`src/rtl/ostb_pkg.sv`:
```
// Shared types and constants for the one-shot timer bank.
// Used by every module of the block; depends on nothing else.
`timescale 1ns / 1ps
`default_nettype none

package ostb_pkg;

    localparam int NUM_TIMERS          = 5;
    localparam int NUM_REGS            = 5;
    localparam int PERIOD_WIDTH        = 16;
    localparam int MODE_WIDTH          = 2;
    localparam int INDEX_WIDTH         = 3;
    localparam int CFG_INDEX_WIDTH     = 3;
    localparam int DEFAULT_COUNT_WIDTH = 16;

    // Reset periods, in ticks, one per timer
    localparam logic [PERIOD_WIDTH-1:0] PERIOD_RESET [NUM_REGS] = '{
        16'd150,   // repeat message
        16'd200,   // network timeout
        16'd100,   // wait bus sleep
        16'd2,     // immediate cycle
        16'd50     // message cycle
    };

    typedef enum logic [MODE_WIDTH-1:0] {
        MODE_TICK   = 2'd0,
        MODE_START  = 2'd1,
        MODE_CANCEL = 2'd2,
        MODE_CLEAR  = 2'd3
    } ostb_mode_t;

    // Per-timer command for one word
    typedef struct packed {
        logic tick;
        logic start;
        logic cancel;
        logic clear;
    } ostb_ctrl_t;

    // Per-timer flags after the update
    typedef struct packed {
        logic running;
        logic expired;
    } ostb_flags_t;

endpackage

`default_nettype wire

```
`src/rtl/ostb_cfg_regs.sv`:
```
// Period registers of the timer bank, written through the plain write port.
// Depends on ostb_pkg.
`timescale 1ns / 1ps
`default_nettype none

module ostb_cfg_regs
    import ostb_pkg::*;
(
    input  wire logic                                    aclk,
    input  wire logic                                    aresetn,
    input  wire logic                                    cfg_wr_en,
    input  wire logic [CFG_INDEX_WIDTH-1:0]              cfg_wr_index,
    input  wire logic [PERIOD_WIDTH-1:0]                 cfg_wr_data,
    output logic      [NUM_REGS-1:0][PERIOD_WIDTH-1:0]   periods
);

    logic [NUM_REGS-1:0][PERIOD_WIDTH-1:0] period_reg;

    // Load the addressed period; drop writes beyond the last register
    always_ff @(posedge aclk) begin
        for (int i = 0; i < NUM_REGS; i++) begin
            if (!aresetn) begin
                period_reg[i] <= PERIOD_RESET[i];
            end else if (cfg_wr_en && (cfg_wr_index == CFG_INDEX_WIDTH'(i))) begin
                period_reg[i] <= cfg_wr_data;
            end
        end
    end

    assign periods = period_reg;

endmodule

`default_nettype wire

```
`src/rtl/ostb_timer.sv`:
```
// One one-shot timer: running bit, tick count and expired flag.
// Depends on ostb_pkg.
`timescale 1ns / 1ps
`default_nettype none

module ostb_timer
    import ostb_pkg::*;
#(
    parameter int COUNT_WIDTH = DEFAULT_COUNT_WIDTH
) (
    input  wire logic                    aclk,
    input  wire logic                    aresetn,
    input  wire ostb_ctrl_t              ctrl,
    input  wire logic [PERIOD_WIDTH-1:0] period,
    output ostb_flags_t                  flags_next
);

    localparam int CMP_WIDTH =
        (COUNT_WIDTH + 1 > PERIOD_WIDTH) ? COUNT_WIDTH + 1 : PERIOD_WIDTH;
    // Count value whose increment reaches the all-ones limit
    localparam logic [COUNT_WIDTH-1:0] COUNT_LAST = {{(COUNT_WIDTH-1){1'b1}}, 1'b0};

    logic                   running_reg, running_next;
    logic                   expired_reg, expired_next;
    logic [COUNT_WIDTH-1:0] count_reg, count_next;
    logic [CMP_WIDTH-1:0]   count_inc;
    logic                   hit;

    // Expire when the incremented count meets the period or the count limit
    assign count_inc = CMP_WIDTH'(count_reg) + CMP_WIDTH'(1);
    assign hit       = (count_inc >= CMP_WIDTH'(period)) || (count_reg == COUNT_LAST);

    always_comb begin
        running_next = running_reg;
        expired_next = expired_reg;
        count_next   = count_reg;
        priority if (ctrl.tick) begin
            if (running_reg) begin
                if (hit) begin
                    count_next   = '0;
                    expired_next = 1'b1;
                    running_next = 1'b0;
                end else begin
                    count_next = count_reg + COUNT_WIDTH'(1);
                end
            end else begin
                count_next = '0;
            end
        end else if (ctrl.start) begin
            count_next   = '0;
            running_next = 1'b1;
            expired_next = 1'b0;
        end else if (ctrl.cancel) begin
            count_next   = '0;
            running_next = 1'b0;
            expired_next = 1'b0;
        end else if (ctrl.clear) begin
            expired_next = 1'b0;
        end else begin
            count_next = count_reg;
        end
    end

    always_ff @(posedge aclk) begin
        if (!aresetn) begin
            running_reg <= 1'b0;
            expired_reg <= 1'b0;
            count_reg   <= '0;
        end else begin
            running_reg <= running_next;
            expired_reg <= expired_next;
            count_reg   <= count_next;
        end
    end

    assign flags_next.running = running_next;
    assign flags_next.expired = expired_next;

endmodule

`default_nettype wire

```
`src/rtl/one_shot_timer_bank.sv`:
```
// Top level of the one-shot timer bank: input register, timer slots, result register.
// Depends on ostb_pkg, ostb_cfg_regs and ostb_timer.
`timescale 1ns / 1ps
`default_nettype none

// A word is held in the input register, then its result in the result register.
// Throughput: one word per cycle unless m_ready holds a result back; while a
// result waits, the input register takes a new word only if it is empty. A tick
// word updates all five timers; a command word only the addressed one, if any.
// Reset (aresetn low, synchronous) stops all timers, clears counts and flags,
// empties both registers and loads the default periods.
module one_shot_timer_bank_core
    import ostb_pkg::*;
#(
    parameter int COUNT_WIDTH = DEFAULT_COUNT_WIDTH
) (
    input  wire logic                       aclk,
    input  wire logic                       aresetn,
    // Configuration write port
    input  wire logic                       cfg_wr_en,
    input  wire logic [CFG_INDEX_WIDTH-1:0] cfg_wr_index,
    input  wire logic [PERIOD_WIDTH-1:0]    cfg_wr_data,
    // Command words
    input  wire logic                       s_valid,
    output logic                            s_ready,
    input  wire logic [MODE_WIDTH-1:0]      s_mode,
    input  wire logic [INDEX_WIDTH-1:0]     s_timer_index,
    // Result words
    output logic                            m_valid,
    input  wire logic                       m_ready,
    output logic [NUM_TIMERS-1:0]           m_expired_flags,
    output logic [NUM_TIMERS-1:0]           m_running_flags,
    output logic                            m_index_valid
);

    logic [NUM_REGS-1:0][PERIOD_WIDTH-1:0] periods;

    logic                   in_vld_reg;
    ostb_mode_t             mode_reg;
    logic [INDEX_WIDTH-1:0] index_reg;

    logic                   m_valid_reg;
    logic [NUM_TIMERS-1:0]  expired_flags_reg;
    logic [NUM_TIMERS-1:0]  running_flags_reg;
    logic                   index_valid_reg;

    logic                   out_free;
    logic                   fire;
    logic                   idx_ok;
    logic                   index_valid;
    ostb_ctrl_t             ctrl [NUM_TIMERS];
    ostb_flags_t            flags_next [NUM_TIMERS];
    logic [NUM_TIMERS-1:0]  expired_next;
    logic [NUM_TIMERS-1:0]  running_next;

    ostb_cfg_regs u_cfg_regs (
        .aclk         (aclk),
        .aresetn      (aresetn),
        .cfg_wr_en    (cfg_wr_en),
        .cfg_wr_index (cfg_wr_index),
        .cfg_wr_data  (cfg_wr_data),
        .periods      (periods)
    );

    // Handshake: the word moves on when the result register is free or draining
    assign out_free = !m_valid_reg || m_ready;
    assign fire     = in_vld_reg && out_free;
    assign s_ready  = !in_vld_reg || out_free;

    // Hold the accepted word
    always_ff @(posedge aclk) begin
        if (!aresetn) begin
            in_vld_reg <= 1'b0;
        end else if (s_ready) begin
            in_vld_reg <= s_valid;
        end
    end

    always_ff @(posedge aclk) begin
        if (s_valid && s_ready) begin
            mode_reg  <= ostb_mode_t'(s_mode);
            index_reg <= s_timer_index;
        end
    end

    assign idx_ok      = (index_reg < INDEX_WIDTH'(NUM_TIMERS));
    assign index_valid = (mode_reg == MODE_TICK) || idx_ok;

    // Decode the word into one command per timer
    for (genvar i = 0; i < NUM_TIMERS; i++) begin : g_timer
        logic addressed;

        assign addressed     = fire && idx_ok && (index_reg == INDEX_WIDTH'(i));
        assign ctrl[i].tick   = fire && (mode_reg == MODE_TICK);
        assign ctrl[i].start  = addressed && (mode_reg == MODE_START);
        assign ctrl[i].cancel = addressed && (mode_reg == MODE_CANCEL);
        assign ctrl[i].clear  = addressed && (mode_reg == MODE_CLEAR);

        ostb_timer #(
            .COUNT_WIDTH (COUNT_WIDTH)
        ) u_timer (
            .aclk       (aclk),
            .aresetn    (aresetn),
            .ctrl       (ctrl[i]),
            .period     (periods[i]),
            .flags_next (flags_next[i])
        );

        assign expired_next[i] = flags_next[i].expired;
        assign running_next[i] = flags_next[i].running;
    end

    // Result register: load on fire, drop once taken
    always_ff @(posedge aclk) begin
        if (!aresetn) begin
            m_valid_reg <= 1'b0;
        end else if (fire) begin
            m_valid_reg <= 1'b1;
        end else if (m_ready) begin
            m_valid_reg <= 1'b0;
        end
    end

    always_ff @(posedge aclk) begin
        if (fire) begin
            expired_flags_reg <= expired_next;
            running_flags_reg <= running_next;
            index_valid_reg   <= index_valid;
        end
    end

    assign m_valid         = m_valid_reg;
    assign m_expired_flags = expired_flags_reg;
    assign m_running_flags = running_flags_reg;
    assign m_index_valid   = index_valid_reg;

endmodule

`default_nettype wire

```
`config.mk`:
```
export PLATFORM = sky130hd
export DESIGN_NAME = one_shot_timer_bank_core
export DESIGN_NICKNAME = d
export VERILOG_FILES = /design/src/rtl/ostb_pkg.sv /design/src/rtl/ostb_cfg_regs.sv /design/src/rtl/ostb_timer.sv /design/src/rtl/one_shot_timer_bank.sv
export SDC_FILE = /design/constraint.sdc
export NUM_CORES = 1
export LEC_CHECK = 0
export BUFFER_PORTS_ARGS = -buffer_cell sky130_fd_sc_hd__clkbuf_2
export CORE_MARGIN = 2
export CORE_UTILIZATION = 39
export CTS_CLUSTER_DIAMETER = 120
export DETAILED_ROUTE_END_ITERATION = 7
export HOLD_SLACK_MARGIN = 0.1
export PLACE_DENSITY = 0.53
export SETUP_SLACK_MARGIN = 0.05
export SKIP_CTS_REPAIR_TIMING = 1
export SYNTH_ARGS = -nofsm -noshare
export SYNTH_HDL_FRONTEND = slang
export SYNTH_SLANG_ARGS = --single-unit
export TNS_END_PERCENT = 1
```
`constraint.sdc`:
```
create_clock -name aclk -period 3.6 [get_ports aclk]
set_input_delay 0.36 -clock aclk [delete_from_list [all_inputs] [get_ports aclk]]
set_output_delay 0.36 -clock aclk [all_outputs]
set_load 0.01 [all_outputs]
```
* Word-level counts from Yosys, hierarchy flattened
Index checks and enable logic that the tools add are counted.
** Storage, ports and cells
- Output and inout port bits :: 13
- Input port bits :: 29
- Word-level logic and storage cells :: 189
- Register bits after elaboration :: 188
** Cells by class
- $add $sub $neg :: 10
- Multiplexer cells :: 82
- Reductions and logical operators :: 48
- Order comparisons :: 6
- Eq/ne operators :: 16
** Operators with widths (count)
- $mux 16 :: 25
- $add 16x1->17 const B :: 5
- $ge 17x16->1 :: 5
- $add 16x1->16 const B :: 5
- $eq 16x16->1 const B :: 5
- $mux 1 :: 57
- $logic_and 1x1->1 :: 29
- $reduce_bool 3->1 :: 5
- $eq 3x2->1 const B :: 4
- $logic_or 1x1->1 :: 8
- $eq 3x1->1 const B :: 2
- $eq 3x3->1 const B :: 2
- $logic_not 3->1 :: 2
- $eq 2x2->1 const B :: 2
- $lt 3x3->1 const B :: 1
- $eq 2x1->1 const B :: 1
- $logic_not 1->1 :: 2
- $logic_not 2->1 :: 1
- $reduce_bool 2->1 :: 1

* Logic depth before layout (Yosys ltp)
Gate-level depths: netlist (run 1).
- Depth after elaboration :: 10
- Mapped depth :: 14
- Gate-level depth less buffers :: 13

* Modules after synthesis
A second synthesis (run 1) with hierarchy kept.
** Second synthesis, totals
- Cells, all modules :: 1133
- Area, all modules :: 10636.5 sq um
** Modules (own cells, without submodules)
- ostb_timer :: times used 5, sequential area each 360.3 sq um, cells an instance 158, area each 1370.1 sq um
- ostb_cfg_regs :: times used 1, sequential area each 1601.5 sq um, cells an instance 289, area each 3024.2 sq um
- one_shot_timer_bank_core :: times used 1, sequential area each 520.5 sq um, cells an instance 54, area each 762.0 sq um

* Worst setup path before layout (run 1)
No wires, ideal clock.
- Path type :: register -> register
- Start :: reg g_timer[4].u_timer.count_reg[2]
- End :: reg g_timer[4].u_timer.count_reg[0]
- Data required time :: 3.521 ns
- Buffers on the path :: 1
- Arrival :: 3.044 ns
- Setup slack :: 0.476 ns
- Library setup time :: 0.079 ns
- Stages on the path, launching flop included :: 15
- Clock period less this slack :: 3.124 ns
- Path through :: dfxtp_1 -> and4_1 -> and3_1 -> and2_1 -> nand4_1 -> xnor2_1 -> ha_1 -> o21ai_0 -> nor2_1 -> a2111oi_4 -> o221ai_2 -> a211oi_4 -> buf_6 -> nor2_1 -> a211oi_2
** Between the ends
- Longest elaborated chain between the ends :: 6
- Elaborated cells between the ends (all ways) :: 7
- Classes of those cells :: add/sub (1); order compare (1); eq/ne (1); mux (3); reduce/logical (1)
** RTL lines
- start: declaration :: RTL line ostb_timer.sv:25 : logic [COUNT_WIDTH-1:0] count_reg, count_next;
- start signal: assignment :: RTL line ostb_timer.sv:72 : count_reg <= count_next;
- $add 16x1->17 :: RTL line ostb_timer.sv:30 : assign count_inc = CMP_WIDTH'(count_reg) + CMP_WIDTH'(1);
- $ge 17x16->1 :: RTL line ostb_timer.sv:31 : assign hit = (count_inc >= CMP_WIDTH'(period)) || (count_reg == COUNT_LAST);
- $logic_or 1x1->1 * :: RTL line ostb_timer.sv:31
- $mux 16 * :: RTL line ostb_timer.sv:39 : if (hit) begin
- $mux 16 * :: RTL line ostb_timer.sv:38 : if (running_reg) begin
- $mux 16 * :: RTL line ostb_timer.sv:37 : priority if (ctrl.tick) begin
Mark *: on every way between the ends. The rest lies on a longest branch, timed or not.
A chain may end at the register's enable or synchronous reset.

* Worst setup path after layout (run 1)
- Start :: reg g_timer[0].u_timer.count_reg[4]
- End :: reg g_timer[0].u_timer.count_reg[13]
** Between the ends
- Longest elaborated chain between the ends :: 6
- Elaborated cells between the ends (all ways) :: 8
- Classes of those cells :: add/sub (2); order compare (1); eq/ne (1); mux (3); reduce/logical (1)
** RTL lines (RTL line)
- start: declaration :: ostb_timer.sv:25
- start signal: assignment :: ostb_timer.sv:72
- $add 16x1->17 :: ostb_timer.sv:30
- $ge 17x16->1 :: ostb_timer.sv:31
- $logic_or 1x1->1 :: ostb_timer.sv:31
- $mux 16 * :: ostb_timer.sv:39
- $mux 16 * :: ostb_timer.sv:38
- $mux 16 * :: ostb_timer.sv:37
Marked as above.

==> flow_summary_export.csv, run 1 <==
group,metric,value,unit
setup_path,path_buf_inv,1,
clock_network,clkLatencyLatePin,0.44,ns
yosys,synth_compound_area_frac,0.1682,
sta,rsz0062_at_grt,"false",
sta,tightest_slew,1.136,ns
power_and_ir_drop,irDropWorstVdd,296.2,uV
detailed_routing,routedWlPerCell,15.58,um
yosys,netlist.area_leader.share,0.3339,
yosys,ys_seq_area_frac,0.3805,
power_and_ir_drop,pwr-share-comb,0.054,
job,cap_viol_max_count,0,
setup_path,cpMostUsedCell,"or3_1",
clock_network,numCtsBuffers,17,
detailed_routing,viasPerCell,5.122,
power_and_ir_drop,powerDensity,379.7,nW/um2
yosys,synthCells,1279,
sta,timing.final.hold_violations,0,
placement,portBuffers,41,
floorplan,die-area,27760,um2
yosys,synth_edf_count,16,
grt,grt_max_degree,102,
yosys,synth_fa_ha_area_frac,0.1102,
power_and_ir_drop,intPower,0.003305,W
detailed_routing,drc,0,
power_and_ir_drop,seqPwrFrac,0.491,
grt,grt_pass1_wl,42.97,mm
clock_network,cts_tree,"yes",
yosys,yosys.area_share.simple,0.2355,
grt,grt.overflow.total,0,
yosys,ys_ff_latch,188,
final_layout,antenna_cells,0,
sta,maxSlewViolCount,0,
power_and_ir_drop,power.switching,0.001098,W
detailed_routing,dr_total_vias,8512,
detailed_routing,dr.pass1.iters,5,
yosys,synthMuxAreaShare,0.002912,
min_path,min_path_type,"in -> reg",
clock_network,clk_pin_slew,0.07,ns
grt,grtUsageTotal,0.1917,
final_layout,nFillCells,2628,
placement,globalplace.congestion,0.7918,
yosys,synth_xor_area_frac,0.04672,
floorplan,io_pins,42,
clock_network,cts-root-buf,"clkbuf_16",
floorplan,die_w,166.6,um
yosys,syn_nets,1398,
setup_path,critPathTopFamily,"simple AND/OR/NAND/NOR gates",
yosys,synth_warnings,0,
clock_network,clock_path_buffers,2,
setup_path,critPathMaxStageDelay,0.44,ns
floorplan,die_y,166.6,um
floorplan,initial_core_util,0.3968,
final_layout,fin_nets,1433,
yosys,synth_ff_type,"dfxtp_1",
final_layout,syn_to_final_growth,12.44,%
final_layout,multiInputGateArea,5866,um2
sta,finalSetupViolCount,0,
placement,dpl.hpwl,18.40,mm
power_and_ir_drop,clock_power_share,0.455,
sta,fmax,306.5,MHz
power_and_ir_drop,leakage,4.660,nW
setup_path,path_max_fanout,18,
detailed_routing,drt.antenna.violating_nets,0,
setup_path,cp_cell_sequence,"and3_1 -> nand3_2 -> or3_1 -> and2_1 -> or2_2 -> ha_1 -> o21ai_1 -> a211oi_1 -> or3_1 -> nor3_4 -> buf_4 -> nand2_1 -> a31oi_1",
sta,min_period,3.262,ns
yosys,synth-async-reset-ratio,0,
final_layout,regArea,3928,um2
outcome,status,"complete, no violations",
final_layout,drive_gt1_frac,0.09872,
floorplan,core-area,25980,um2
yosys,synth_area_leaders,"dfxtp_1 (33%), ha_1 (11%), nand2_1 (9.7%), a21oi_1 (5.6%), edfxtp_1 (4.7%)",
setup_path,worstSetupStartpointType,"register",
grt,grt_pass1_vias,8256,
floorplan,row_count,59,
yosys,synth.avg_cell_area,8.062,um2
yosys,ys_types,61,
sta,fin_crit_sh,0.9062,
yosys,synth_top_family_by_area,"simple AND/OR/NAND/NOR gates",
setup_path,worstSetupPathType,"reg -> reg",
clock_network,clock-sinks,188,
detailed_routing,dr.first_iter.drc_count,456,
clock_network,cts_max_level,4,
setup_path,critPathSlowestCell,"or3_1",
setup_path,worstPathArrival,3.60,ns
setup_path,cp.required,3.94,ns
grt,antenna_found_initial,0,
detailed_routing,drt_wl_total,25.89,mm
placement,pre_cts_slack,0.1722,ns
sta,setup-tns-final,0,ns
sta,clock_skew,0.01524,ns
sta,relSlewSlack,0.2427,
sta,fin_ws,0.3378,ns
yosys,yosys.area.top_type,"dfxtp_1",
yosys,netlist_area,10310,um2
setup_path,worst_setup_path_end_kind,"register",
power_and_ir_drop,swShare,0.2493,
cell families (layout without fill, tap and decap cells):
group	after synthesis	in the layout
DFF	188	188
and+or+nand+nor	528	528
muxes	3	3
xor gates and xnor gates	55	55
AOI/OAI and AO/OA	267	267
adders and majority gates	91	91
buffers and inverters	147	195
worst register-to-register path, delay by kind of cell, from the launching register on:
kind	cells	cell delay (ns)
AND/OR/NAND/NOR	8	1.90
flip-flops	1	0.40
AO/OA/AOI/OAI	3	0.35
adder cells (fa/ha/maj)	1	0.28
buffers and inverters	1	0.24
per-stage QoR:
step	hold WS (ns)	power, W	utilization	area (um2)	instances
3_3_place_gp	0.4431	0.002445	0.4181	10860	1625
6_report	0.1504	0.004402	0.4462	11590	1662
4_1_cts	0.08564	0.004459	0.4420	11490	1657
5_1_grt	0.1530	0.004572	0.4462	11590	1662
2_1_floorplan	0.4363	0.002343	-	10310	1279
3_5_place_dp	0.4466	0.002446	0.4181	10860	1625
area by class of cell:
type | instances | area share
Sequential cell | 188 | 0.3388
Tap cell | 335 | 0.03615
Multi-Input combinational cell | 944 | 0.5059
Inverter | 101 | 0.03281
Timing Repair Buffer | 62 | 0.03270
Clock inverter | 14 | 0.01479
Clock buffer | 18 | 0.03885
layer usage:
metal,vias up,global-route usage,part of all wire
li1,4464,-,-
met1,3954,0.2634,0.50
met2,75,0.3157,0.46
met3,19,0.03303,0.023
met4,0,0.04310,0.0099
met5,-,0,0
final timing paths:
| check | depth (start not counted) | start | endpoint | slack [ns] |
|---|---|---|---|---|
| max | 13 | g_timer[0].u_timer.count_reg[4]$_SDFFE_PN0P_ | g_timer[0].u_timer.count_reg[13]$_SDFFE_PN0P_ | 0.34 |
| min | 3 | s_valid | in_vld_reg$_SDFFE_PN0N_ | 0.15 |
| max reg2reg | 13 | g_timer[0].u_timer.count_reg[4]$_SDFFE_PN0P_ | g_timer[0].u_timer.count_reg[13]$_SDFFE_PN0P_ | 0.34 |
| min reg2reg | 2 | u_cfg_regs.periods[41]$_SDFFE_PN0P_ | u_cfg_regs.periods[41]$_SDFFE_PN0P_ | 0.46 |
cell usage after synthesis, types with 6 or more instances:
| cell | number |
|---|---|
| nor3_1 | 10 |
| a211oi_1 | 6 |
| dfxtp_1 | 172 |
| nor2_1 | 79 |
| and2_1 | 27 |
| xnor2_1 | 39 |
| nand2_1 | 267 |
| a32o_1 | 15 |
| clkbuf_1 | 37 |
| xor2_1 | 16 |
| or2_2 | 15 |
| and3_1 | 11 |
| nor2b_1 | 11 |
| a22oi_1 | 21 |
| a21oi_1 | 116 |
| nand2b_1 | 19 |
| inv_1 | 100 |
| ha_1 | 90 |
| o211ai_1 | 19 |
| o21ai_0 | 36 |
| nand3_1 | 41 |
| and4_1 | 9 |
| edfxtp_1 | 16 |
| nand4_1 | 25 |
| a21o_1 | 13 |
placed cells by master, fill, tap and decap left out, drive strengths merged, types with 13 or more instances in the layout:
| cell | count |
|---|---|
| and2 | 27 |
| or2 | 15 |
| a22oi | 21 |
| inv | 108 |
| clkbuf | 59 |
| dfxtp | 172 |
| buf | 16 |
| o21ai | 37 |
| nand4 | 25 |
| nor2 | 80 |
| nand3 | 41 |
| nand2 | 267 |
| ha | 90 |
| edfxtp | 16 |
| xnor2 | 39 |
| o211ai | 19 |
| nand2b | 19 |
| a21oi | 116 |
| xor2 | 16 |
| a21o | 13 |
| a32o | 15 |
power by group through the flow:
stage          Clock (W)  Sequential [W]  Combinational [W]
2_1_floorplan          0         0.00220           0.000141
3_3_place_gp           0         0.00221           0.000236
3_5_place_dp           0         0.00221           0.000237
4_1_cts          0.00206         0.00216           0.000238
5_1_grt          0.00214         0.00216           0.000268
6_report         0.00200         0.00216           0.000239
(Power assumes the default switching activity.)
==> inputs of run 2 (changes only) <==
Settings changed: CORE_ASPECT_RATIO set to 1.5, SLEW_MARGIN set to 10.
==> flow_summary_export.csv, run 2 (same netlist as run 1, synthesis figures left out) <==
group,metric,value,unit
final_layout,drive_gt1_frac,0.1026,
sta,tightest_slew,1.103,ns
final_layout,antenna_cells,0,
setup_path,worstSetupStartpointType,"register",
floorplan,row_count,72,
setup_path,cp-endpoint,"g_timer[2].u_timer.count_reg[1]$_SDFFE_PN0P_",
sta,timing.hold.ws,0.1554,ns
detailed_routing,drt_wl_total,26.60,mm
floorplan,core-area,25850,um2
floorplan,die_w,136.8,um
placement,place_inst,1629,
power_and_ir_drop,powerDensity,370.0,nW/um2
clock_network,cts_tree,"yes",
final_layout,stdcell_area,11620,um2
power_and_ir_drop,irDropWorstVdd,345.1,uV
placement,dpl.hpwl,19.12,mm
grt,grt_pass1_vias,8359,
grt,grt_max_degree,80,
grt,grtUsageTotal,0.2008,
detailed_routing,drc,0,
grt,grt.overflow.total,0,
placement,portBuffers,41,
grt,met3_usage,0.03033,
grt,antenna_found_initial,0,
clock_network,cts_max_level,4,
grt,top_usage_layer,"met2",
setup_path,worstPathArrival,3.62,ns
job,cap_viol_max_count,0,
final_layout,fin_nets,1441,
grt,use_met1,0.2484,
sta,min_period,3.251,ns
setup_path,worst_setup_path_end_kind,"register",
placement,placed_area,10930,um2
detailed_routing,dr.pass1.iters,5,
clock_network,cts-root-buf,"clkbuf_16",
placement,globalplace.congestion,0.7735,
grt,grt_pass1_wl,43.40,mm
sta,finalSetupViolCount,0,
setup_path,crit_start,"g_timer[2].u_timer.count_reg[0]$_SDFFE_PN0P_",
sta,rsz0062_at_grt,"false",
setup_path,cp.required,3.97,ns
final_layout,layout_common_cells,"nand2_1 (267), dfxtp_1 (170), a21oi_1 (116)",
setup_path,path_max_fanout,8,
detailed_routing,drt.antenna.violating_nets,0,
setup_path,worstSetupPathType,"reg -> reg",
clock_network,numCtsBuffers,17,
floorplan,die_y,203.1,um
grt,grt_use_met2,0.3555,
clock_network,clk_pin_slew,0.07,ns
power_and_ir_drop,leakage,4.661,nW
sta,clock_skew,0.007482,ns
final_layout,instances_no_fill,1668,
setup_path,regToRegSetupSlack,0.35,ns
clock_network,clock_path_buffers,2,
floorplan,io_pins,42,
setup_path,r2r-start,"g_timer[2].u_timer.count_reg[0]$_SDFFE_PN0P_",
sta,fmax,307.6,MHz
sta,maxSlewViolCount,0,
sta,setup-tns-final,0,ns
outcome,status,"complete, no violations",
min_path,min_path_type,"in -> reg",
clock_network,clkLatencyLatePin,0.44,ns
detailed_routing,routedWlPerCell,15.94,um
final_layout,final_common_cell,"nand2_1",
final_layout,fin_util,0.4496,
sta,relSlewSlack,0.2617,
final_layout,nFillCells,2643,
sta,fin_crit_sh,0.9029,
detailed_routing,dr_total_vias,8695,
floorplan,initial_core_util,0.3988,
setup_path,timing.rr.end,"g_timer[2].u_timer.count_reg[1]$_SDFFE_PN0P_",
sta,timing.final.hold_violations,0,
floorplan,die-area,27780,um2
setup_path,reg2regPathDepth,14,
clock_network,clock-sinks,188,
detailed_routing,viasPerCell,5.213,
detailed_routing,dr.first_iter.drc_count,402,
final_layout,syn_to_final_growth,12.74,%
[run 2: cell count changes in the layout (fill, tap and decap cells not counted), sizes merged]
cell	before	now
buf	16	23
clkbuf	59	63
clkdlybuf4s15	0	1
clkinv	2	5
clkinvlp	3	2
inv	108	102
[run 2: routing by layer]
metal  vias to the layer above  wire length (um)
li1                       4488                 -
met1                      4082             11660
met2                       102             13790
met3                        23               697
met4                         0               452
met5                         -                 0
[run 2: layout make-up]
cell class,instances,area [um2],share of cell area
Timing Repair Buffer,70,464.2,0.03993
Clock buffer,22,464.2,0.03993
Tap cell,333,416.7,0.03584
Inverter,101,380.4,0.03272
Multi-Input combinational cell,944,5859,0.5040
Clock inverter,10,113.9,0.009794
Sequential cell,188,3926,0.3377
[run 2: how the worst min path moves through the flow]
stage                     cells after the start                             endpoint  slack, ns                                start
after floorplan                               2  u_cfg_regs.periods[10]$_SDFFE_PN0P_       0.44  u_cfg_regs.periods[10]$_SDFFE_PN0P_
after global placement                        2  u_cfg_regs.periods[67]$_SDFFE_PN0P_       0.44  u_cfg_regs.periods[67]$_SDFFE_PN0P_
after detailed placement                      2  u_cfg_regs.periods[51]$_SDFFE_PN0P_       0.45  u_cfg_regs.periods[51]$_SDFFE_PN0P_
after CTS                                     1               index_reg[2]$_DFFE_PP_       0.07                     s_timer_index[2]
after global routing                          3              in_vld_reg$_SDFFE_PN0N_       0.18                              s_valid
final                                         3              in_vld_reg$_SDFFE_PN0N_       0.16                              s_valid
[run 2: stage by stage]
step	total power [W]	worst slack, ns
after detailed placement	0.002450	0.1922
final	0.004301	0.3494
after floorplan	0.002343	0.4763
after CTS	0.004364	0.1562
after global placement	0.002449	0.1941
after global routing	0.004468	0.03964
[run 2: worst max-delay path, cell delays in order (launching register included)]
cell,delay (ns)
dfxtp_1,0.37
ha_2,0.22
nand3_1,0.14
or2_2,0.36
and2_1,0.18
or2_2,0.29
ha_1,0.31
a21oi_1,0.13
o21ai_0,0.09
nand2_1,0.10
o41ai_2,0.09
nor4_2,0.30
clkdlybuf4s15_2,0.36
a22oi_1,0.12
nor2_1,0.12
[run 2: power by group]
part | leakage [nW] | switching, W | internal, W | total, W
combinational | 2.84 | 0.000171 | 0.0000717 | 0.000243
clock | 0.281 | 0.000837 | 0.00106 | 0.00190
sequential | 1.54 | 0.0000210 | 0.00214 | 0.00216
total | 4.66 | 0.00103 | 0.00327 | 0.00430
==> inputs of run 3 (changes only) <==
Settings changed: CORE_UTILIZATION 39 to 37, PLACE_DENSITY 0.53 to 0.5.
==> flow_summary_export.csv, run 3 (same netlist as run 1, synthesis figures left out) <==
group,metric,value,unit
final_layout,final_common_cell,"nand2_1",
setup_path,r2r-start,"g_timer[4].u_timer.count_reg[3]$_SDFFE_PN0P_",
clock_network,cts-root-buf,"clkbuf_16",
sta,min_period,3.317,ns
placement,globalplace.congestion,0.7633,
sta,clock_skew,0.01102,ns
setup_path,reg2regPathDepth,14,
sta,fin_crit_sh,0.9213,
setup_path,regToRegSetupSlack,0.28,ns
final_layout,multiInputGateArea,5871,um2
final_layout,instances_no_fill,1682,
floorplan,die_y,208.5,um
grt,grt_pass1_wl,44.47,mm
setup_path,worst_setup_path_end_kind,"register",
job,cap_viol_max_count,0,
detailed_routing,drt.antenna.violating_nets,0,
final_layout,regArea,3925,um2
power_and_ir_drop,powerDensity,376.6,nW/um2
sta,relSlewSlack,0.2641,
placement,place_inst,1642,
clock_network,clock-sinks,188,
final_layout,nFillCells,2729,
floorplan,initial_core_util,0.3775,
min_path,holdPathStages,3,
detailed_routing,dr_total_vias,8875,
placement,pre_cts_slack,0.2022,ns
power_and_ir_drop,irDropWorstVdd,368.8,uV
setup_path,cp.required,3.98,ns
detailed_routing,drt_wl_total,27.72,mm
detailed_routing,viasPerCell,5.276,
clock_network,clock_path_buffers,2,
floorplan,core-area,27310,um2
sta,timing.hold.ws,0.1312,ns
grt,grtUsageTotal,0.1942,
sta,finalSetupViolCount,0,
placement,dpl.hpwl,19.89,mm
detailed_routing,dr.pass1.iters,5,
clock_network,numCtsBuffers,17,
grt,antenna_found_initial,0,
sta,fmax,301.5,MHz
power_and_ir_drop,leakage,4.712,nW
min_path,min_from,"s_valid",
sta,setup-tns-final,0,ns
grt,grt.overflow.total,0,
final_layout,drive_gt1_frac,0.1060,
clock_network,clk_pin_slew,0.07,ns
setup_path,worstSetupPathType,"reg -> reg",
floorplan,die_w,140.3,um
placement,portBuffers,41,
min_path,hold_path_end,"in_vld_reg$_SDFFE_PN0N_",
grt,grt_pass1_vias,8551,
final_layout,syn_to_final_growth,13.54,%
detailed_routing,routedWlPerCell,16.48,um
min_path,min_path_type,"in -> reg",
clock_network,clkLatencyLatePin,0.46,ns
sta,fin_ws,0.2833,ns
detailed_routing,drc,0,
floorplan,die-area,29250,um2
outcome,status,"complete, no violations",
final_layout,layout_common_cells,"nand2_1 (267), dfxtp_1 (171), a21oi_1 (116)",
sta,rsz0062_at_grt,"false",
floorplan,io_pins,42,
setup_path,timing.rr.end,"g_timer[4].u_timer.count_reg[2]$_SDFFE_PN0P_",
setup_path,worstSetupStartpointType,"register",
detailed_routing,dr.first_iter.drc_count,334,
clock_network,cts_max_level,4,
sta,timing.final.hold_violations,0,
clock_network,cts_tree,"yes",
setup_path,path_max_fanout,17,
final_layout,antenna_cells,0,
final_layout,stdcell_area,11710,um2
sta,tightest_slew,1.100,ns
floorplan,row_count,74,
sta,maxSlewViolCount,0,
placement,placed_area,10960,um2
grt,grt_max_degree,88,
final_layout,fin_nets,1446,
setup_path,worstPathArrival,3.70,ns
==> run 3: cell count changes in the layout (fill, tap and decap cells not counted), moves of 2 or more <==
cell / before / now
xnor2_1: 39 / 37
clkinv_2: 4 / 2
clkbuf_1: 3 / 1
clkinvlp_4: 2 / 5
clkinv_4: 1 / 3
buf_4: 21 / 26
xnor2_2: 0 / 2
==> run 3: power by group <==
part	internal (W)	switching [W]	leakage, nW	total (W)
registers	0.00214	0.0000225	1.54	0.00216
logic	0.0000713	0.000174	2.89	0.000245
clock network	0.00111	0.000888	0.282	0.00200
==> run 3: critical path, stage by stage (launching register included) <==
cell and delay [ns]:
dfxtp_1 0.39, and4_1 0.25, and3_1 0.26, and2_4 0.20
nand4_1 0.15, xnor2_2 0.18, ha_1 0.29, o21ai_0 0.16
nor2_1 0.09, a2111oi_4 0.35, o221ai_2 0.18, a211oi_4 0.30
buf_12 0.19, nand2_1 0.08, o22ai_1 0.18
==> run 3: worst max path at each step <==
stage	startpoint	to	cells after the start
4_1_cts	g_timer[1].u_timer.count_reg[1]$_SDFFE_PN0P_	g_timer[1].u_timer.count_reg[9]$_SDFFE_PN0P_	15
3_5_place_dp	g_timer[1].u_timer.count_reg[1]$_SDFFE_PN0P_	g_timer[1].u_timer.count_reg[9]$_SDFFE_PN0P_	15
6_report	g_timer[4].u_timer.count_reg[3]$_SDFFE_PN0P_	g_timer[4].u_timer.count_reg[2]$_SDFFE_PN0P_	14
3_3_place_gp	g_timer[1].u_timer.count_reg[1]$_SDFFE_PN0P_	g_timer[1].u_timer.count_reg[9]$_SDFFE_PN0P_	15
5_1_grt	g_timer[2].u_timer.count_reg[1]$_SDFFE_PN0P_	g_timer[2].u_timer.count_reg[15]$_SDFFE_PN0P_	14
2_1_floorplan	g_timer[4].u_timer.count_reg[2]$_SDFFE_PN0P_	g_timer[4].u_timer.count_reg[0]$_SDFFE_PN0P_	14
==> run 3: through the flow <==
step                      utilization  total power, W
after detailed placement       0.4013        0.002453
after global placement         0.4013        0.002451
after floorplan                     -        0.002343
final                          0.4286        0.004409
after CTS                      0.4236        0.004463
after global routing           0.4286        0.004565
==> run 3: layout make-up <==
class / count / area share
Multi-Input combinational cell: 944 / 0.5014
Sequential cell: 188 / 0.3353
Timing Repair Buffer: 75 / 0.04211
Clock buffer: 19 / 0.03783
Tap cell: 342 / 0.03655
Inverter: 101 / 0.03249
Clock inverter: 13 / 0.01432
==> run 3: routing by layer <==
layer / vias up / GRT usage / wire (um) / part of all wire
met5: - / 0 / 0 / 0
met4: 0 / 0.07454 / 726 / 0.026
met3: 33 / 0.03613 / 828 / 0.030
met2: 127 / 0.3430 / 14110 / 0.51
met1: 4218 / 0.2321 / 12060 / 0.43
li1: 4497 / - / - / -
